**src/hdl/palette_gradient_generator_macros.svh**
```systemverilog
// ----------------------------------------------------------------------------
// Palette gradient generator assertion macros
// Shared concurrent assertion shorthands, clocked and reset-qualified.
// ----------------------------------------------------------------------------
`ifndef PALETTE_GRADIENT_GENERATOR_MACROS_SVH
`define PALETTE_GRADIENT_GENERATOR_MACROS_SVH

// same-cycle implication
`define PGG_ASSERT_IMP(label, clk, rst, ante, cons) \
   label: assert property (@(posedge clk) disable iff (rst) (ante) |-> (cons)) \
      else $error("assertion failed");

// next-cycle implication
`define PGG_ASSERT_NXT(label, clk, rst, ante, cons) \
   label: assert property (@(posedge clk) disable iff (rst) (ante) |=> (cons)) \
      else $error("assertion failed");

`endif

```
**src/hdl/pgg_pkg.sv**
```systemverilog
// ----------------------------------------------------------------------------
// Palette gradient generator package
// Types, field widths and the channel level helper.
// ----------------------------------------------------------------------------
package pgg_pkg;

   localparam int IDX_W    = 6;
   localparam int LVL_W    = 8;
   localparam int FRAC_W   = 16;
   localparam int ACC_W    = LVL_W + FRAC_W;   // unsigned Q8.16
   localparam int STEP_W   = ACC_W + 1;        // signed Q9.16
   localparam int SHIFT_W  = 3;
   localparam int CHAN_W   = 5;
   localparam int COLOR_W  = 3 * CHAN_W;
   localparam int DIVCNT_W = 5;

   localparam logic [SHIFT_W-1:0]  SHIFT_RESET = 3'd3;
   localparam logic [CHAN_W-1:0]   LEVEL_MAX   = 5'd31;
   localparam logic [DIVCNT_W-1:0] DIV_LAST    = 5'(ACC_W - 1);

   localparam logic [1:0] CH_RED   = 2'd0;
   localparam logic [1:0] CH_GREEN = 2'd1;
   localparam logic [1:0] CH_BLUE  = 2'd2;

   typedef enum logic [1:0] {
      ST_IDLE,
      ST_LOAD,
      ST_DIVIDE,
      ST_EMIT
   } state_type;

   // integer part, shifted, clamped to five bits
   function automatic logic [CHAN_W-1:0] chan_level(input logic [ACC_W-1:0]   acc,
                                                    input logic [SHIFT_W-1:0] sh);
      logic [LVL_W-1:0] v;
      v = acc[ACC_W-1:FRAC_W] >> sh;
      return (v > LVL_W'(LEVEL_MAX)) ? LEVEL_MAX : v[CHAN_W-1:0];
   endfunction

endpackage

```
**src/hdl/palette_gradient_generator.sv**
```systemverilog
// A request with first < last passes through the shared divider, three channels
// in turn (one load plus 24 quotient bits each), then emits one entry per cycle
// while rsp_tready does not stall it. A single-entry request skips the divider;
// empty requests are dropped. A new request is taken only once the block is idle.
// Reset (synchronous, active high): idle, no result pending, channel_shift = 3.
// ----------------------------------------------------------------------------
// Palette gradient generator
// Linear RGB555 gradient over a palette index range, Q9.16 steps from a
// restoring bit-serial divider shared by the three channels.
// ----------------------------------------------------------------------------
`include "palette_gradient_generator_macros.svh"

module palette_gradient_generator #(
   parameter int PALETTE_ENTRIES = 64
) (
   input  logic        clock,
   input  logic        reset,
   input  logic        csr_wr_en,
   input  logic [pgg_pkg::SHIFT_W-1:0] csr_wr_data,  // channel_shift
   input  logic        req_tvalid,
   output logic        req_tready,
   // first_index, last_index, start_red, start_green, start_blue,
   // end_red, end_green, end_blue, zero pad
   input  logic [63:0] req_tdata,
   output logic        rsp_tvalid,
   input  logic        rsp_tready,
   // palette_index, color, zero pad
   output logic [23:0] rsp_tdata,
   output logic        rsp_tlast
);
   import pgg_pkg::*;

   localparam logic [IDX_W-1:0] LAST_ENTRY = IDX_W'(PALETTE_ENTRIES - 1);

   // request fields
   logic [IDX_W-1:0] first_index, last_index;
   logic [LVL_W-1:0] start_lvl [3];
   logic [LVL_W-1:0] end_lvl   [3];

   assign first_index  = req_tdata[5:0];
   assign last_index   = req_tdata[11:6];
   assign start_lvl[0] = req_tdata[19:12];
   assign start_lvl[1] = req_tdata[27:20];
   assign start_lvl[2] = req_tdata[35:28];
   assign end_lvl[0]   = req_tdata[43:36];
   assign end_lvl[1]   = req_tdata[51:44];
   assign end_lvl[2]   = req_tdata[59:52];

   // control
   state_type            state_ff, state_in;
   logic [SHIFT_W-1:0]   shift_ff, shift_in;
   logic                 rsp_valid_ff, rsp_valid_in;

   // payload
   logic [1:0]                chan_ff, chan_in;
   logic [DIVCNT_W-1:0]       bit_ff, bit_in;
   logic [IDX_W-1:0]          rem_ff, rem_in;
   logic [ACC_W-1:0]          quo_ff, quo_in;
   logic                      neg_ff, neg_in;
   logic [IDX_W-1:0]          span_ff, span_in;
   logic [IDX_W-1:0]          idx_ff, idx_in;
   logic [IDX_W-1:0]          stop_ff, stop_in;
   logic [LVL_W-1:0]          end_ff [3];
   logic [LVL_W-1:0]          end_in [3];
   logic [ACC_W-1:0]          acc_ff [3];
   logic [ACC_W-1:0]          acc_in [3];
   logic signed [STEP_W-1:0]  step_ff [3];
   logic signed [STEP_W-1:0]  step_in [3];
   logic [IDX_W-1:0]          out_idx_ff, out_idx_in;
   logic [COLOR_W-1:0]        out_color_ff, out_color_in;
   logic                      out_last_ff, out_last_in;

   // shared divider datapath
   logic [IDX_W:0]   rem_shift;
   logic [IDX_W:0]   rem_sub;
   logic             q_bit;
   logic [LVL_W-1:0] diff_mag;
   logic             diff_neg;
   logic [LVL_W-1:0] start_cur;
   logic             emit_go;

   always_comb begin
      rem_shift = {rem_ff, quo_ff[ACC_W-1]};
      rem_sub   = rem_shift - {1'b0, span_ff};
      q_bit     = (rem_shift >= {1'b0, span_ff});
      start_cur = acc_ff[chan_ff][ACC_W-1:FRAC_W];
      diff_neg  = (end_ff[chan_ff] < start_cur);
      diff_mag  = diff_neg ? (start_cur - end_ff[chan_ff]) : (end_ff[chan_ff] - start_cur);
   end

   assign req_tready = (state_ff == ST_IDLE);
   assign emit_go    = !rsp_valid_ff || rsp_tready;

   always_comb begin
      state_in     = state_ff;
      shift_in     = csr_wr_en ? csr_wr_data : shift_ff;
      rsp_valid_in = rsp_valid_ff && !rsp_tready;
      chan_in      = chan_ff;
      bit_in       = bit_ff;
      rem_in       = rem_ff;
      quo_in       = quo_ff;
      neg_in       = neg_ff;
      span_in      = span_ff;
      idx_in       = idx_ff;
      stop_in      = stop_ff;
      end_in       = end_ff;
      acc_in       = acc_ff;
      step_in      = step_ff;
      out_idx_in   = out_idx_ff;
      out_color_in = out_color_ff;
      out_last_in  = out_last_ff;

      case (state_ff)
         ST_IDLE: begin
            if (req_tvalid) begin
               idx_in  = first_index;
               stop_in = (last_index > LAST_ENTRY) ? LAST_ENTRY : last_index;
               span_in = last_index - first_index;
               chan_in = CH_RED;
               for (int c = 0; c < 3; c++) begin
                  end_in[c]  = end_lvl[c];
                  acc_in[c]  = {start_lvl[c], {FRAC_W{1'b0}}};
                  step_in[c] = '0;
               end
               if (last_index < first_index || first_index > LAST_ENTRY) begin
                  state_in = ST_IDLE;
               end else if (last_index == first_index) begin
                  state_in = ST_EMIT;
               end else begin
                  state_in = ST_LOAD;
               end
            end
         end
         ST_LOAD: begin
            quo_in   = {diff_mag, {FRAC_W{1'b0}}};
            neg_in   = diff_neg;
            rem_in   = '0;
            bit_in   = '0;
            state_in = ST_DIVIDE;
         end
         ST_DIVIDE: begin
            rem_in = q_bit ? rem_sub[IDX_W-1:0] : rem_shift[IDX_W-1:0];
            quo_in = {quo_ff[ACC_W-2:0], q_bit};
            bit_in = bit_ff + 1'b1;
            if (bit_ff == DIV_LAST) begin
               step_in[chan_ff] = neg_ff ? -$signed({1'b0, quo_in}) : $signed({1'b0, quo_in});
               if (chan_ff == CH_BLUE) begin
                  state_in = ST_EMIT;
               end else begin
                  chan_in  = chan_ff + 1'b1;
                  state_in = ST_LOAD;
               end
            end
         end
         ST_EMIT: begin
            if (emit_go) begin
               rsp_valid_in = 1'b1;
               out_idx_in   = idx_ff;
               out_color_in = {chan_level(acc_ff[0], shift_ff),
                               chan_level(acc_ff[1], shift_ff),
                               chan_level(acc_ff[2], shift_ff)};
               out_last_in  = (idx_ff == stop_ff);
               for (int c = 0; c < 3; c++) begin
                  acc_in[c] = ACC_W'($signed({1'b0, acc_ff[c]}) + step_ff[c]);
               end
               idx_in = idx_ff + 1'b1;
               if (idx_ff == stop_ff) begin
                  state_in = ST_IDLE;
               end
            end
         end
         default: begin
            state_in = ST_IDLE;
         end
      endcase
   end

   always_ff @(posedge clock) begin
      if (reset) begin
         state_ff     <= ST_IDLE;
         shift_ff     <= SHIFT_RESET;
         rsp_valid_ff <= 1'b0;
      end else begin
         state_ff     <= state_in;
         shift_ff     <= shift_in;
         rsp_valid_ff <= rsp_valid_in;
      end
   end

   always_ff @(posedge clock) begin
      chan_ff      <= chan_in;
      bit_ff       <= bit_in;
      rem_ff       <= rem_in;
      quo_ff       <= quo_in;
      neg_ff       <= neg_in;
      span_ff      <= span_in;
      idx_ff       <= idx_in;
      stop_ff      <= stop_in;
      end_ff       <= end_in;
      acc_ff       <= acc_in;
      step_ff      <= step_in;
      out_idx_ff   <= out_idx_in;
      out_color_ff <= out_color_in;
      out_last_ff  <= out_last_in;
   end

   assign rsp_tvalid = rsp_valid_ff;
   assign rsp_tdata  = {3'b000, out_color_ff, out_idx_ff};
   assign rsp_tlast  = out_last_ff;

   `PGG_ASSERT_IMP(a_emit_in_range, clock, reset, state_ff == ST_EMIT, idx_ff <= stop_ff)
   `PGG_ASSERT_IMP(a_div_span, clock, reset, state_ff == ST_DIVIDE, span_ff != '0)
   `PGG_ASSERT_IMP(a_div_count, clock, reset, state_ff == ST_DIVIDE, bit_ff <= DIV_LAST)
   `PGG_ASSERT_NXT(a_load_to_div, clock, reset, state_ff == ST_LOAD, state_ff == ST_DIVIDE)
   `PGG_ASSERT_IMP(a_div_chan, clock, reset, state_ff != ST_IDLE, chan_ff <= CH_BLUE)

endmodule
```
**config.mk**
```make
export PLATFORM = sky130hd
export DESIGN_NAME = palette_gradient_generator
export DESIGN_NICKNAME = d
export VERILOG_FILES = /design/src/hdl/pgg_pkg.sv /design/src/hdl/palette_gradient_generator.sv
export VERILOG_INCLUDE_DIRS = /design/src /design/src/hdl
export SDC_FILE = /design/constraint.sdc
export NUM_CORES = 1
export LEC_CHECK = 0
export ABC_AREA = 1
export BUFFER_PORTS_ARGS = -buffer_cell sky130_fd_sc_hd__buf_2
export CAP_MARGIN = 5
export CORE_MARGIN = 2
export CORE_UTILIZATION = 65
export DETAILED_ROUTE_END_ITERATION = 16
export HOLD_SLACK_MARGIN = 0.1
export PLACE_DENSITY = 0.85
export SYNTH_ARGS = -nofsm -noshare
export SYNTH_HDL_FRONTEND = slang
export SYNTH_SLANG_ARGS = --single-unit
export TNS_END_PERCENT = 5
```
**constraint.sdc**
```tcl
create_clock -name clock -period 10.6 [get_ports clock]
set_clock_uncertainty 0.05 [all_clocks]
set_input_delay 0 -clock clock [delete_from_list [all_inputs] [get_ports clock]]
set_output_delay 0 -clock clock [all_outputs]
set_load 0.03 [all_outputs]
```
==> qor.txt, run 1 <==
status: complete, no violations
Fin Setup TNS: 0 ns
slowest stage delay, CP: 1.28 ns
Worst Slack Setup Final: 6.18 ns
PortBufs: 91
Post-Synthesis Cells: 2190
Critical Path, Cell by Cell: ha_2 > buf_4 > clkinv_1 > a21oi_4 > buf_4
Die Y: 168 um
min cycle time layout: 4.42 ns
Yosys top cell by area: edfxtp_1
CTS buffer count: 27
largest net degree at the start of global routing: 81
RSZ-0062 raised after global routing: false
clock sink count: 252
DRT Pass-1 Iters: 6
total track usage: 34.5%
worst slack, placed: 6.37 ns
Vias: 16.0k
DP Wirelength: 34100 um
Post-synth top flop: edfxtp_1
synthesized cell area: 17400 um2
library cells used by synthesis: 54
initial core utilization: 66.4%
CP endpoint kind: flop
Die Wd: 168 um
# fillers: 1964
critical path type: reg -> reg
io pins: 99
H-tree depth: 1
GR Overflow Total: 0
share of cells above drive strength 1: 9.01%
clk buf depth: 3
# diodes: 0
Async SR Flop Fraction: 0%
top post-synthesis cells by area: edfxtp_1 (42%), nand2_1 (12%), ha_1 (7.6%)
RD Place Congestion: 0.990
worst min path class: in -> reg
Crit Path Max Fanout: 80
Slew Viols, Final: 0
Ys Warns: 0
Seq. cell area: 7510 um2
max_slew headroom: 15.5%
slew at the pin closest to its max-slew limit: 1.26 ns
Required @ worst endpoint: 10.69 ns
fin util: 74.8%
Post-CTS Setup Bufs: 0
Die Area: 28100 um2
syn_area_per_cell: 7.95 um2
CTS tree: built
Area growth, synth to finish: 12.6%
footprint of the multi-input gates: 8520 um2
number of global-route vias before repair: 15.1k
initial antenna violation count: 0
Hold Vio Cnt, Final: 0
slowest library cell on the worst path: clkinv_1
ANT nets after route: 0
routed length per instance: 18.2 um
sequential share of the synthesized area: 43.1%
post-cts repair resize count: 0
Core Region: 26200 um2
final setup fails: 0
1st-iter DRT viols: 2290
WL final: 48800 um
post-DR vias/cell: 5.97
Max-cap violations: 0
Tcrit/Tclk final: 41.7%
Root Buffer Master: clkbuf_16
Yosys reg bits: 252
f_max: 0.226 GHz
worst-skew pair later-pin latency: 0.54 ns
most frequent CP cell: buf_4
most numerous cell in the Yosys netlist: nand2_1
global-route wire length before repair: 77400 um
Post-synth top cells: nand2_1 (561), inv_1 (283), edfxtp_1 (246), nor2_1 (204), a21oi_1 (157)
site row count: 59
DRC violation count after routing: 0
EDFF count, synth: 246
Nets: 2511
CP Launch Type: flop
worst endpoint data arrival time: 4.52 ns
top-area cell type share of the netlist area: 42.4%
Worst-path clk slew: 0.07 ns
==> cell type report <==
type,instances,area share [%]
clock buffers,30,3.50
clock inverters,16,0.587
inverters,292,5.63
flip-flops and latches,252,38.3
repair buffers,173,6.38
multi-input cells,1580,43.5
well taps,335,2.14
==> sequential cells by signal, summed over array words and instances, names as in the netlist, 2 cells and up <==
name / count
stop_ff: 6
shift_ff: 3
end_ff: 24
state_ff: 2
step_ff: 72
chan_ff: 2
idx_ff: 6
quo_ff: 24
span_ff: 6
acc_ff: 72
out_idx_ff: 6
rem_ff: 6
out_color_ff: 15
bit_ff: 5
==> layer usage <==
layer / up-vias / part of all wire (%) / track usage (%)
met4: 0 / 4.1 / 13.6
met2: 870 / 47 / 57.1
met1: 7363 / 40 / 46.6
li1: 7615 / - / -
met5: - / 0 / 0
met3: 149 / 9.1 / 4.49
==> placed cells by master, fill, tap and decap left out, types with 7 or more instances in the layout <==
cell,instances
fa_1,7
nand2_2,16
dlygate4sd3_1,72
nor3_1,18
nand3_1,119
o21ai_1,14
o21ai_0,151
o21bai_1,11
nand4_1,40
xnor2_1,11
clkbuf_16,27
nor2_1,204
o21ai_2,9
nand2_1,561
edfxtp_1,246
and2_1,9
clkinv_1,11
xor2_1,26
inv_1,283
or2_2,15
o21a_1,9
buf_4,10
buf_2,91
a32oi_1,7
a21oi_1,154
o211ai_1,32
ha_1,105
==> path summary, 6_finish.rpt <==
path | start | end | slack, ns | cells past startpoint
setup / recovery | state_ff[1] | acc_ff[36] | 6.18 | 5
setup reg to reg | state_ff[1] | acc_ff[36] | 6.18 | 5
hold reg to reg | quo_ff[0] | quo_ff[1] | 0.49 | 2
hold / removal | req_tdata[47] | end_ff[11] | 0.12 | 2
==> logic make-up after synthesis <==
group,after synthesis,synth area share (%)
mux,2,0.115
buf+inv,360,8.12
simple gates,1013,25.1
compound gates,412,13.2
other cells,1,0.0215
xor+xnor,37,1.86
flops,252,43.1
fa+ha+maj,113,8.43
==> critical path: cells and delay by family (launching register included) <==
| family | cells | cell delay, ns |
|---|---|---|
| adder cells (fa/ha/maj) | 1 | 0.19 |
| flip-flops | 1 | 0.38 |
| AO/OA/AOI/OAI | 1 | 0.44 |
| buffers and inverters | 3 | 2.85 |
==> per-stage QoR <==
stage          instance area [um2]  hold slack (ns)  instances
4_1_cts                      19600            0.117       2678
3_3_place_gp                 18100            0.128       2560
2_1_floorplan                17400           0.0191       2192
3_5_place_dp                 18100            0.128       2560
5_1_grt                      19600            0.119       2678
6_report                     19600            0.119       2678
==> timing repair <==
item                                   in CTS  in global routing
hold buffers                               72                  0
setup endpoints to repair                   0                  0
endpoints found under the hold margin      74                  0
Power of run 1 is not shown: default switching activity piles up to over one toggle a cycle in this logic, so the estimate is an artifact.
==> run 2, diff against run 1 <==
--- a/config.mk
+++ b/config.mk
@@ -10,10 +10,10 @@
 export BUFFER_PORTS_ARGS = -buffer_cell sky130_fd_sc_hd__buf_2
 export CAP_MARGIN = 5
 export CORE_MARGIN = 2
-export CORE_UTILIZATION = 65
+export CORE_UTILIZATION = 57
 export DETAILED_ROUTE_END_ITERATION = 16
 export HOLD_SLACK_MARGIN = 0.1
-export PLACE_DENSITY = 0.85
+export PLACE_DENSITY = 0.79
 export SYNTH_ARGS = -nofsm -noshare
 export SYNTH_HDL_FRONTEND = slang
 export SYNTH_SLANG_ARGS = --single-unit
==> constraint.sdc (replaced) <==
create_clock -name clock -period 4 [get_ports clock]
set_clock_uncertainty 0.05 [all_clocks]
set_input_delay 0 -clock clock [delete_from_list [all_inputs] [get_ports clock]]
set_output_delay 0 -clock clock [all_outputs]
set_load 0.03 [all_outputs]
==> qor.txt, run 2 (same netlist as run 1, synthesis figures left out) <==
PortBufs: 91 (unchanged)
Worst-path clk slew: 0.07 ns (about the same)
clk buf depth: 3 (unchanged)
Die Y: 179 um (+6.6%)
Nets: 2541 (+1.2%)
global-route wire length before repair: 78000 um (+0.84%)
final setup fails: 0 (unchanged)
io pins: 99 (unchanged)
RD Place Congestion: 0.965 (-2.5%)
critical path depth in cells: 15 (+10)
clock sink count: 252 (unchanged)
number of global-route vias before repair: 15.0k (-0.65%)
DRC violation count after routing: 0 (unchanged)
worst endpoint data arrival time: 3.83 ns (-0.69 ns)
slowest library cell on the worst path: edfxtp_1
f_max: 0.282 GHz (+25%)
Vias: 16.0k (+0.094%)
R2R Path End: quo_ff[23]
CP endpoint kind: flop
1st-iter DRT viols: 2162 (-5.6%)
DRT Pass-1 Iters: 7 (+1)
Area growth, synth to finish: 16.1%
Critical Path, Cell by Cell: inv_1 > nor2_2 > inv_1 > o21a_1 > inv_1 > ha_1 > fa_1 > o21ai_2 > nand4_1 > nand2_2 > inv_2 > nand2_1 > nand3_1 > nand3_1 > nand2_1
Crit Path Max Fanout: 15 (-81%)
CP Launch Type: flop
slowest stage delay, CP: 0.46 ns (-0.82 ns)
WHS: 0.108 ns (-0.0111 ns)
routed length per instance: 18.3 um (+0.23%)
H-tree depth: 1 (unchanged)
Slew Viols, Final: 0 (unchanged)
RSZ-0062 raised after global routing: false
max_slew headroom: 21.8% (+6.4 points)
Die Wd: 179 um (+6.6%)
worst-skew pair later-pin latency: 0.59 ns (+0.05 ns)
Root Buffer Master: clkbuf_16
WL final: 50600 um (+3.7%)
most frequent cells in the layout: nand2_1 (561), inv_1 (283), edfxtp_1 (246)
CP endpoint: quo_ff[23]
leading cell type in the layout, fill and taps excluded: nand2_1
CP top delay family: simple AND/OR/NAND/NOR gates
DP Wirelength: 35400 um (+3.8%)
crit path from: chan_ff[1]
post-cts repair resize count: 0 (unchanged)
post-DR vias/cell: 5.78 (-3.3%)
Required @ worst endpoint: 4.29 ns (-6.40 ns)
flop2flop setup slack: 0.46 ns (-5.72 ns)
Top Registers: acc_ff x72, step_ff x72
most frequent CP cell: inv_1
Tcrit/Tclk final: 88.5% (+47 points)
Buf+Inv Stages, Crit Path: 4 (+1)
status: complete, no violations
Post-CTS Setup Bufs: 0 (unchanged)
Max-cap violations: 0 (unchanged)
Reg2Reg Depth: 15 (+10)
initial core utilization: 58.3% (-8.2 points)
Die Area: 31900 um2 (+14%)
largest net degree at the start of global routing: 80 (-1.2%)
Hold Vio Cnt, Final: 0 (unchanged)
CTS tree: built
initial antenna violation count: 1 (+1)
critical path type: reg -> reg
hold buffer count at CTS: 95 (+32%)
min cycle time layout: 3.54 ns (-0.883 ns)
worst min path class: in -> reg
Critical R2R Launch: chan_ff[1]
site row count: 63 (+6.8%)
CTS buffer count: 29 (+7.4%)
slew at the pin closest to its max-slew limit: 1.17 ns (-0.0876 ns)
Core Region: 29900 um2 (+14%)
ANT nets after route: 0 (unchanged)
GR Overflow Total: 0 (unchanged)
total track usage: 31.5% (-3.0 points)
share of cells above drive strength 1: 9.63% (+0.62 points)
[run 2: cell types whose count changed in the layout (fill, tap and decap cells not counted), sizes merged]
cell         change
buf              +5
diode            +2
dlygate4sd3     +23
clkinvlp         +2
clkbuf           +6
clkinv           -6
bufinv           +5
inv              +1
[run 2: cell type report]
cell class / count / area (um2)
antenna: 2 / 5.00
timing repair buffer: 201 / 1530
tap: 390 / 488
sequential: 252 / 7510
fill: 2393 / 9670
multi-input combinational: 1580 / 8520
inverter: 292 / 1100
clock inverter: 18 / 267
clock buffer: 36 / 782
[run 2: worst reg2reg max path: stages (launching register included)]
cell,delay [ns]
edfxtp_1,0.46
inv_1,0.44
nor2_2,0.23
inv_1,0.23
o21a_1,0.19
inv_1,0.06
ha_1,0.23
fa_1,0.44
o21ai_2,0.24
nand4_1,0.13
nand2_2,0.20
inv_2,0.11
nand2_1,0.09
nand3_1,0.06
nand3_1,0.08
nand2_1,0.07
[run 2: worst min path at each step]
stage,start,end,depth (start not counted)
2_1_floorplan,reset,rsp_tvalid,1
3_5_place_dp,req_tdata[59],end_ff[7],1
6_report,req_tdata[53],end_ff[1],2
5_1_grt,req_tdata[53],end_ff[1],2
4_1_cts,req_tdata[10],stop_ff[4],2
3_3_place_gp,req_tdata[47],end_ff[11],1
[run 2: stage by stage]
stage / setup WS (ns) / instances / cell area (um2) / util [%] / setup TNS (ns)
after floorplan: -1.10 / 2192 / 17400 / - / -79.46
after global placement: 0.780 / 2620 / 18200 / 60.9 / 0
after CTS: 0.633 / 2769 / 20200 / 67.6 / 0
after detailed placement: 0.652 / 2620 / 18200 / 60.9 / 0
final: 0.460 / 2771 / 20200 / 67.6 / 0
after global routing: 0.248 / 2769 / 20200 / 67.6 / 0
[run 2: metal layers]
layer | vias up | routed length [um] | global-route usage [%]
li1 | 7708 | - | -
met2 | 754 | 23300 | 50.6
met1 | 7414 | 20600 | 42.3
met5 | - | 12 | 0.321
met3 | 134 | 4320 | 5.43
met4 | 2 | 2430 | 13.1
Power of run 2 is left out for the same reason.
